File: src/design/ofv_pkg.sv
// Shared constants, types and helper functions of the optical-flow velocity filter.
// Used by the divider and the top level; depends on nothing.
package ofv_pkg;

  localparam int SUM_W      = 24;
  localparam int SCALE_W    = 20;
  localparam int FLOW_NUM_W = SUM_W + SCALE_W;
  localparam int DIV_W      = 64;
  localparam int REM_W      = 33;
  localparam int CNT_W      = 7;

  localparam logic [31:0] RATE_SCALE = 32'd1000000;

  localparam logic [1:0] CFG_GAIN = 2'd0;
  localparam logic [1:0] CFG_TAU  = 2'd1;
  localparam logic [1:0] CFG_WIN  = 2'd2;

  localparam logic [31:0] GAIN_RESET = 32'd5589980;
  localparam logic [19:0] TAU_RESET  = 20'd15915;
  localparam logic [19:0] WIN_RESET  = 20'd10000;

  typedef struct packed {
    logic             start;
    logic [REM_W-1:0] rem0;
    logic [DIV_W-1:0] num;
    logic [REM_W-1:0] den;
    logic [CNT_W-1:0] count;
  } div_req_t;

  function automatic logic [31:0] sat_mag(input logic neg, input logic [63:0] m);
    logic [63:0] lim;
    lim = neg ? 64'h0000_0000_8000_0000 : 64'h0000_0000_7FFF_FFFF;
    return (m > lim) ? lim[31:0] : m[31:0];
  endfunction

  function automatic logic [SUM_W-1:0] sat_sum(input logic [SUM_W-1:0] s,
                                               input logic [15:0] d);
    logic [SUM_W:0] t;
    t = {s[SUM_W-1], s} + {{(SUM_W-15){d[15]}}, d};
    if (t[SUM_W] != t[SUM_W-1]) begin
      return t[SUM_W] ? {1'b1, {(SUM_W-1){1'b0}}} : {1'b0, {(SUM_W-1){1'b1}}};
    end
    return t[SUM_W-1:0];
  endfunction

endpackage

File: src/design/optical_flow_velocity_filter.sv
// Top level of the optical-flow velocity filter: window control, sequencer, output register.
// Depends on ofv_pkg, ofv_mul and ofv_div.
//
//   Channel  Direction  Signals                          Item
//   in_      slave      tvalid tready tdata[63:0] tuser  motion sample and timestamp
//   out_     master     tvalid tready tdata[127:0]       filtered velocities and flow rates
//   cfg_     slave      valid ready index[1:0] data[31:0] register write
//
// An item that does not close a window only updates the sums; intake stays ready.
// An item that closes a window stops intake while the sequencer works through each axis in turn:
// two divisions on the shared divider (SUM_W + 20 and 32 quotient bits) and three products on
// the shared multiplier.
// Reset is synchronous and active low; it restores the register defaults and clears sums, filters and control.
// A held result stalls only the final hand-over; the computation runs while out_tready is low.
module optical_flow_velocity_filter
  import ofv_pkg::*;
(
  input  logic         clk,
  input  logic         rst_n,
  input  logic         in_tvalid,
  output logic         in_tready,
  input  logic [63:0]  in_tdata,   // delta_x[15:0], delta_y[31:16], now_us[63:32]
  input  logic         in_tuser,   // motion_valid
  output logic         out_tvalid,
  input  logic         out_tready,
  output logic [127:0] out_tdata,  // filtered_vel_x, filtered_vel_y, flow_rate_x, flow_rate_y
  input  logic         cfg_valid,
  output logic         cfg_ready,
  input  logic [1:0]   cfg_index,
  input  logic [31:0]  cfg_data
);

  localparam logic [3:0] ST_IDLE  = 4'd0;
  localparam logic [3:0] ST_MFLOW = 4'd1;
  localparam logic [3:0] ST_DFLOW = 4'd2;
  localparam logic [3:0] ST_WFLOW = 4'd3;
  localparam logic [3:0] ST_MVEL  = 4'd4;
  localparam logic [3:0] ST_DIFF  = 4'd5;
  localparam logic [3:0] ST_MLP   = 4'd6;
  localparam logic [3:0] ST_DLP   = 4'd7;
  localparam logic [3:0] ST_WLP   = 4'd8;
  localparam logic [3:0] ST_OUT   = 4'd9;

  logic [31:0]      gain_r;
  logic [19:0]      tau_r;
  logic [19:0]      win_r;
  logic [31:0]      start_r;
  logic             started_r;
  logic [SUM_W-1:0] sum_x_r, sum_y_r;
  logic [31:0]      smooth_x_r, smooth_y_r;
  logic [31:0]      elapsed_r;
  logic [3:0]       state_r;
  logic             axis_r;
  logic             fneg_r;
  logic [31:0]      fmag_r;
  logic             dneg_r;
  logic [31:0]      dmag_r;
  logic [31:0]      flow_x_r, flow_y_r;
  logic [127:0]     out_tdata_r;
  logic             out_tvalid_r;

  logic             in_acc;
  logic [15:0]      delta_x, delta_y;
  logic [31:0]      now_us;
  logic [31:0]      start_eff;
  logic [31:0]      elapsed_c;
  logic [19:0]      win_eff;
  logic             close_c;
  logic [SUM_W-1:0] sum_x_nxt, sum_y_nxt;

  logic [SUM_W-1:0] sum_sel;
  logic [SUM_W-1:0] sum_mag;
  logic [31:0]      smooth_sel;
  logic [31:0]      flow_mag_c;
  logic [31:0]      vmag_c;
  logic [31:0]      vel_c;
  logic [32:0]      diff_c;
  logic [32:0]      diff_neg_c;
  logic [31:0]      step_c;
  logic [31:0]      smooth_nxt;

  logic [31:0]      mul_a, mul_b;
  logic [63:0]      prod_r;
  div_req_t         div_req;
  logic             div_busy, div_done;
  logic [DIV_W-1:0] div_q;

  assign delta_x = in_tdata[15:0];
  assign delta_y = in_tdata[31:16];
  assign now_us  = in_tdata[63:32];

  assign in_tready  = (state_r == ST_IDLE);
  assign in_acc     = in_tvalid && in_tready;
  assign cfg_ready  = 1'b1;
  assign out_tvalid = out_tvalid_r;
  assign out_tdata  = out_tdata_r;

  assign start_eff = started_r ? start_r : now_us;
  assign elapsed_c = now_us - start_eff;
  assign win_eff   = (win_r == 20'd0) ? 20'd1 : win_r;
  assign close_c   = elapsed_c >= {12'd0, win_eff};
  assign sum_x_nxt = in_tuser ? sat_sum(sum_x_r, delta_x) : sum_x_r;
  assign sum_y_nxt = in_tuser ? sat_sum(sum_y_r, delta_y) : sum_y_r;

  assign sum_sel    = axis_r ? sum_y_r : sum_x_r;
  assign sum_mag    = sum_sel[SUM_W-1] ? (~sum_sel + 1'b1) : sum_sel;
  assign smooth_sel = axis_r ? smooth_y_r : smooth_x_r;
  assign flow_mag_c = sat_mag(fneg_r, div_q);
  assign vmag_c     = sat_mag(fneg_r, {16'd0, prod_r[63:16]});
  assign vel_c      = fneg_r ? (~vmag_c + 1'b1) : vmag_c;
  assign diff_c     = {vel_c[31], vel_c} - {smooth_sel[31], smooth_sel};
  assign diff_neg_c = ~diff_c + 1'b1;
  assign step_c     = div_q[31:0];
  assign smooth_nxt = dneg_r ? (smooth_sel - step_c) : (smooth_sel + step_c);

  always_comb begin
    mul_a = 32'd0;
    mul_b = 32'd0;
    div_req = '0;
    case (state_r)
      ST_MFLOW: begin
        mul_a = 32'(sum_mag);
        mul_b = RATE_SCALE;
      end
      ST_DFLOW: begin
        div_req.start = 1'b1;
        div_req.num   = prod_r << (DIV_W - FLOW_NUM_W);
        div_req.den   = {1'b0, elapsed_r};
        div_req.count = CNT_W'(FLOW_NUM_W);
      end
      ST_MVEL: begin
        mul_a = fmag_r;
        mul_b = gain_r;
      end
      ST_MLP: begin
        mul_a = dmag_r;
        mul_b = elapsed_r;
      end
      ST_DLP: begin
        div_req.start = 1'b1;
        div_req.rem0  = {1'b0, prod_r[63:32]};
        div_req.num   = {prod_r[31:0], 32'd0};
        div_req.den   = {13'd0, tau_r} + {1'b0, elapsed_r};
        div_req.count = CNT_W'(32);
      end
      default: begin
      end
    endcase
  end

  ofv_mul u_mul (
    .clk    (clk),
    .mul_a  (mul_a),
    .mul_b  (mul_b),
    .prod_r (prod_r)
  );

  ofv_div u_div (
    .clk    (clk),
    .rst_n  (rst_n),
    .req    (div_req),
    .busy_r (div_busy),
    .done_r (div_done),
    .quot   (div_q)
  );

  always_ff @(posedge clk) begin
    if (!rst_n) begin
      gain_r       <= GAIN_RESET;
      tau_r        <= TAU_RESET;
      win_r        <= WIN_RESET;
      start_r      <= 32'd0;
      started_r    <= 1'b0;
      sum_x_r      <= '0;
      sum_y_r      <= '0;
      smooth_x_r   <= 32'd0;
      smooth_y_r   <= 32'd0;
      state_r      <= ST_IDLE;
      axis_r       <= 1'b0;
      out_tvalid_r <= 1'b0;
    end else begin
      if (cfg_valid && cfg_ready) begin
        case (cfg_index)
          CFG_GAIN: gain_r <= cfg_data;
          CFG_TAU:  tau_r  <= cfg_data[19:0];
          CFG_WIN:  win_r  <= cfg_data[19:0];
          default: begin
          end
        endcase
      end
      if (out_tvalid_r && out_tready && (state_r != ST_OUT)) begin
        out_tvalid_r <= 1'b0;
      end
      case (state_r)
        ST_IDLE: begin
          if (in_acc) begin
            started_r <= 1'b1;
            start_r   <= close_c ? now_us : start_eff;
            sum_x_r   <= sum_x_nxt;
            sum_y_r   <= sum_y_nxt;
            if (close_c) begin
              elapsed_r <= elapsed_c;
              axis_r    <= 1'b0;
              state_r   <= ST_MFLOW;
            end
          end
        end
        ST_MFLOW: begin
          fneg_r  <= sum_sel[SUM_W-1];
          state_r <= ST_DFLOW;
        end
        ST_DFLOW: state_r <= ST_WFLOW;
        ST_WFLOW: begin
          if (div_done) begin
            fmag_r <= flow_mag_c;
            if (axis_r) begin
              flow_y_r <= fneg_r ? (~flow_mag_c + 1'b1) : flow_mag_c;
            end else begin
              flow_x_r <= fneg_r ? (~flow_mag_c + 1'b1) : flow_mag_c;
            end
            state_r <= ST_MVEL;
          end
        end
        ST_MVEL: state_r <= ST_DIFF;
        ST_DIFF: begin
          dneg_r  <= diff_c[32];
          dmag_r  <= diff_c[32] ? diff_neg_c[31:0] : diff_c[31:0];
          state_r <= ST_MLP;
        end
        ST_MLP: state_r <= ST_DLP;
        ST_DLP: state_r <= ST_WLP;
        ST_WLP: begin
          if (div_done) begin
            if (axis_r) begin
              smooth_y_r <= smooth_nxt;
              state_r    <= ST_OUT;
            end else begin
              smooth_x_r <= smooth_nxt;
              axis_r     <= 1'b1;
              state_r    <= ST_MFLOW;
            end
          end
        end
        ST_OUT: begin
          if (!out_tvalid_r || out_tready) begin
            out_tvalid_r <= 1'b1;
            sum_x_r      <= '0;
            sum_y_r      <= '0;
            state_r      <= ST_IDLE;
          end
        end
        default: state_r <= ST_IDLE;
      endcase
    end
  end

  always_ff @(posedge clk) begin
    if ((state_r == ST_OUT) && (!out_tvalid_r || out_tready)) begin
      out_tdata_r <= {flow_y_r, flow_x_r, smooth_y_r, smooth_x_r};
    end
  end

  a_div_idle_start: assert property (@(posedge clk) disable iff (!rst_n)
    div_req.start |-> !div_busy)
    else $error("divider started while busy");

  a_div_done_wait: assert property (@(posedge clk) disable iff (!rst_n)
    div_done |-> (state_r == ST_WFLOW || state_r == ST_WLP))
    else $error("divider result arrived outside a wait state");

  a_close_blocks: assert property (@(posedge clk) disable iff (!rst_n)
    (in_acc && close_c) |=> !in_tready)
    else $error("window close did not stop intake");

  a_out_from_seq: assert property (@(posedge clk) disable iff (!rst_n)
    $rose(out_tvalid) |-> $past(state_r == ST_OUT))
    else $error("result shown without finishing the sequence");

endmodule

File: src/design/ofv_mul.sv
// Shared 32 by 32 unsigned multiplier with a registered product.
// Depends on nothing outside itself.
module ofv_mul (
  input  logic        clk,
  input  logic [31:0] mul_a,
  input  logic [31:0] mul_b,
  output logic [63:0] prod_r
);

  logic [63:0] prod_nxt;

  assign prod_nxt = {32'd0, mul_a} * {32'd0, mul_b};

  always_ff @(posedge clk) begin
    prod_r <= prod_nxt;
  end

endmodule

File: src/design/ofv_div.sv
// Iterative restoring divider, one quotient bit per cycle.
// Depends on ofv_pkg for the request struct and widths.
module ofv_div
  import ofv_pkg::*;
(
  input  logic             clk,
  input  logic             rst_n,
  input  div_req_t         req,
  output logic             busy_r,
  output logic             done_r,
  output logic [DIV_W-1:0] quot
);

  logic [REM_W-1:0] rem_r, rem_nxt;
  logic [DIV_W-1:0] qn_r, qn_nxt;
  logic [REM_W-1:0] den_r;
  logic [CNT_W-1:0] cnt_r;
  logic [REM_W:0]   rem_sh;
  logic [REM_W:0]   rem_sub;
  logic             ge;

  assign rem_sh  = {rem_r, qn_r[DIV_W-1]};
  assign ge      = rem_sh >= {1'b0, den_r};
  assign rem_sub = rem_sh - {1'b0, den_r};
  assign rem_nxt = ge ? rem_sub[REM_W-1:0] : rem_sh[REM_W-1:0];
  assign qn_nxt  = {qn_r[DIV_W-2:0], ge};
  assign quot    = qn_r;

  always_ff @(posedge clk) begin
    if (!rst_n) begin
      busy_r <= 1'b0;
      done_r <= 1'b0;
      cnt_r  <= '0;
    end else begin
      done_r <= 1'b0;
      if (req.start) begin
        busy_r <= 1'b1;
        cnt_r  <= req.count;
      end else if (busy_r) begin
        cnt_r <= cnt_r - 1'b1;
        if (cnt_r == {{(CNT_W-1){1'b0}}, 1'b1}) begin
          busy_r <= 1'b0;
          done_r <= 1'b1;
        end
      end
    end
  end

  always_ff @(posedge clk) begin
    if (req.start) begin
      rem_r <= req.rem0;
      qn_r  <= req.num;
      den_r <= req.den;
    end else if (busy_r) begin
      rem_r <= rem_nxt;
      qn_r  <= qn_nxt;
    end
  end

endmodule
File: config.mk
export PLATFORM = sky130hd
export DESIGN_NAME = optical_flow_velocity_filter
export DESIGN_NICKNAME = d
export VERILOG_FILES = /design/src/design/ofv_pkg.sv /design/src/design/optical_flow_velocity_filter.sv /design/src/design/ofv_mul.sv /design/src/design/ofv_div.sv
export SDC_FILE = /design/constraint.sdc
export NUM_CORES = 2
export LEC_CHECK = 0
export ABC_AREA = 1
export BUFFER_PORTS_ARGS = -buffer_cell sky130_fd_sc_hd__buf_2
export CORE_MARGIN = 4
export CORE_UTILIZATION = 40
export CTS_CLUSTER_DIAMETER = 30
export DETAILED_ROUTE_END_ITERATION = 8
export PLACE_DENSITY = 0.62
export REMOVE_ABC_BUFFERS = 1
export SLEW_MARGIN = 30
export SYNTH_ARGS = -nofsm -noshare
export SYNTH_HDL_FRONTEND = slang
export SYNTH_HIERARCHICAL = 1
export SYNTH_SLANG_ARGS = --single-unit
File: constraint.sdc
create_clock -name clk -period 14.4 [get_ports clk]
set_clock_uncertainty 0.1 [all_clocks]
set_input_delay 2.88 -clock clk [delete_from_list [all_inputs] [get_ports clk]]
set_output_delay 2.88 -clock clk [all_outputs]
set_load 0.005 [all_outputs]
==> impl_metrics.json <==
{
  "i_o_pin_count": 235,
  "detail-route-antenna-nets": 0,
  "gp_congestion": 0.968,
  "wire_length_of_the_first_global_routing_pass_um": 422000,
  "grt_setup_unrepaired": "no",
  "syn_avg_cell_area_um2": 7.30,
  "dpl.hpwl_um": 212000,
  "slew-limit-headroom_pct": 30.3,
  "cts_resized": 0,
  "tightest_slew_ps": 1030,
  "synth-edff-count": 420,
  "die_width_um": 465,
  "final-hold-violation-count": 0,
  "number_of_global_route_vias_before_repair": 75000,
  "cts_max_level": 4,
  "yosysUniqueCellTypes": 77,
  "synthCells": 11500,
  "starting_density_of_the_core_pct": 40.3,
  "grt_antenna_before_repair": 5,
  "worstPathArrival_ps": 10720,
  "postSynth.asyncResetShare_pct": 0,
  "critical_path_start_type": "register",
  "totalNegativeSetupSlack_ps": 0,
  "fp-row-count": 167,
  "synth_sequential_area_ratio_pct": 22.1,
  "crit_path_max_fanout": 72,
  "portBuffers": 233,
  "clock-root-buffer": "clkbuf_16",
  "drt-vias-per-instance": 5.05,
  "power.ir.vdd_worst_uv": 177,
  "netlist.top_cell.by_area": "fa_1",
  "ys_ff_latch": 716,
  "synth_compound_area_share_pct": 7.44,
  "status": "complete, no violations",
  "clock_latency_ps": 810,
  "synth.area.mux_share_pct": 0.121,
  "grtUsageTotal_pct": 24.6,
  "hp-class": "reg2reg",
  "die_h_um": 465,
  "grt-ovfl-total": 0,
  "clock.fmax_mhz": 98.4,
  "wirelength_um": 268000,
  "fillerInstances": 21000,
  "ys.flop_type": "edfxtp_1",
  "synthSimpleGateAreaFrac_pct": 24.2,
  "finalCriticalPeriod_ps": 10160,
  "critPathKind": "reg2reg",
  "yosys_warnings": 6,
  "setup-violations-final": 0,
  "total_leakage_power_uw": 0.0508,
  "clkSinkCount": 716,
  "crit_top_cell": "inv_1",
  "synth.most_common_cell": "nand2_1",
  "synth.cells.most_frequent": "3360 x nand2_1, 2651 x inv_1, 903 x fa_1",
  "coreArea_um2": 208000,
  "powerDensity_nw_per_um2": 156,
  "timing_max_transition_violations_final": 0,
  "cts-root-to-sink-buffers": 3,
  "grt_max_degree": 80,
  "drt_iter0_drcs": 6156,
  "critical_path_required_ps": 14950,
  "cp_slowest_cell": "buf_4",
  "drc_errors": 0,
  "synth_top_area_share_pct": 21.6,
  "synth_xor_area_share_pct": 2.35,
  "synth_area_leaders": "fa_1 22%, edfxtp_1 15%, nand2_1 15%",
  "synth_area_um2": 83700,
  "holdBufCountCts": 0,
  "synth_to_final_area_change_pct": 12.5,
  "max-cap-violations": 0,
  "net_count_final": 13200,
  "crit_path_end_kind": "register",
  "first_pass_iteration_count_of_the_detailed_router": 6,
  "synth_fa_ha_area_share_pct": 29.8,
  "cpPeakStageDelay_ps": 680,
  "fin_util_pct": 45.4,
  "cts_made_buffers": 175,
  "final.period_utilization_pct": 70.6,
  "avgRoutedWirePerCell_um": 18.4,
  "main_combinational_cell_family_by_area_after_synthesis": "adder cells",
  "cts_tree": "yes",
  "dr_total_vias": 73600,
  "clk_pin_slew_ps": 50,
  "die_area_um2": 217000,
  "post-cts-setup-buffer-count": 0,
  "post_route_cells_drive_above_1_share_pct": 7.73
}
-- cells by family after synthesis --
| kind of cell | after synthesis |
|---|---|
| AO/OA/AOI/OAI | 1111 |
| XOR/XNOR | 224 |
| adder cells (fa/ha/maj) | 1452 |
| buffers and inverters | 3065 |
| flip-flops | 716 |
| multiplexers | 10 |
| other | 2 |
| AND/OR/NAND/NOR | 4893 |
-- path summary, 6_finish.rpt --
path	from	to	slack (ps)	depth (start not counted)
worst max-delay path	axis_r	u_mul/prod_r[63]	4240	38
worst min-delay path	flow_x_r[12]	out_tdata[76]	310	0
worst min register to register	flow_x_r[12]	out_tdata[76]	310	0
worst max register to register	axis_r	u_mul/prod_r[63]	4240	38
-- worst max-delay path, delay by kind of cell (launching register included) --
kind / cells / cell delay [ps]
compound gates: 3 / 520
buf+inv: 11 / 1750
fa+ha+maj: 10 / 4650
mux: 1 / 400
simple gates: 13 / 2040
flops: 1 / 450
-- power by group --
group	internal (uW)	total (uW)	leakage, uW	switching (uW)
clock network	2780	4170	0.00306	1390
registers	2660	2960	0.00627	296
logic	2280	7560	0.0415	5280
total	7720	14700	0.0508	6970
-- final cells by class --
type                            count  area [um2]  area share (%)
Timing Repair Buffer              338        1980            2.10
Sequential cell                   716       18500            19.7
Antenna cell                        1        2.50         0.00266
Multi-Input combinational cell   7716       53800            57.1
Clock inverter                    123        1570            1.66
Tap cell                         2788        3490            3.70
Clock buffer                      206        4770            5.06
Inverter                         2674       10000            10.7
-- layout by cell type, fill, tap and decap left out, types with 22 or more instances in the layout --
master,Yosys,layout
nand2_1,3360,3357
fa_1,903,903
buf_4,6,105
buf_2,44,232
ha_1,549,549
dfxtp_1,296,295
o21ai_0,365,337
o21ai_2,6,32
xor2_1,159,159
nor2_2,50,54
o211ai_1,38,38
o22ai_1,48,48
inv_2,19,24
o21a_1,28,28
nand3_1,449,447
conb_1,2,26
nor3_1,71,66
clkinv_2,0,24
xnor2_1,64,64
a21oi_1,453,453
inv_1,2651,2646
or2_2,31,31
edfxtp_1,420,420
a21o_1,23,23
nand3b_1,43,43
o21bai_1,37,37
nor2_1,643,635
o21ai_1,24,26
clkbuf_16,0,183
a31oi_1,25,25
nand4_1,121,121
nand2_2,33,34
nand3_2,20,22
-- through the flow --
| stage | hold WS [ps] | area, um2 | std cells | total power (uW) | setup WS (ps) |
|---|---|---|---|---|---|
| floorplan | 300 | 82200 | 11100 | 7990 | 2450 |
| global placement | 301 | 87800 | 14200 | 10400 | 4470 |
| detailed placement | 305 | 87800 | 14200 | 10500 | 4350 |
| CTS | 310 | 94200 | 14600 | 14700 | 4300 |
| global route | 317 | 94200 | 14600 | 15700 | 3590 |
| finish | 313 | 94200 | 14600 | 14700 | 4240 |
-- layer usage --
layer | share of wire (%) | up-vias | GRT usage, %
met4 | 3.5 | 2 | 8.47
li1 | - | 35200 | -
met3 | 6.5 | 505 | 3.29
met1 | 43 | 35300 | 32.6
met2 | 47 | 2602 | 41.5
met5 | 0.0045 | - | 0
-- state kept, by name (all words and copies together) (netlist names), 4 cells and up --
signal	cells
smooth_y_r	32
out_tdata	128
sum_y_r	24
fmag_r	32
smooth_x_r	32
flow_x_r	32
u_div/den_r	33
state_r	4
u_div/rem_r	33
tau_r	20
u_mul/prod_r	64
u_div/cnt_r	7
gain_r	32
win_r	20
start_r	32
u_div/quot	64
flow_y_r	32
sum_x_r	24
dmag_r	32
elapsed_r	32
Note: power is estimated with default switching activity, not from simulation.
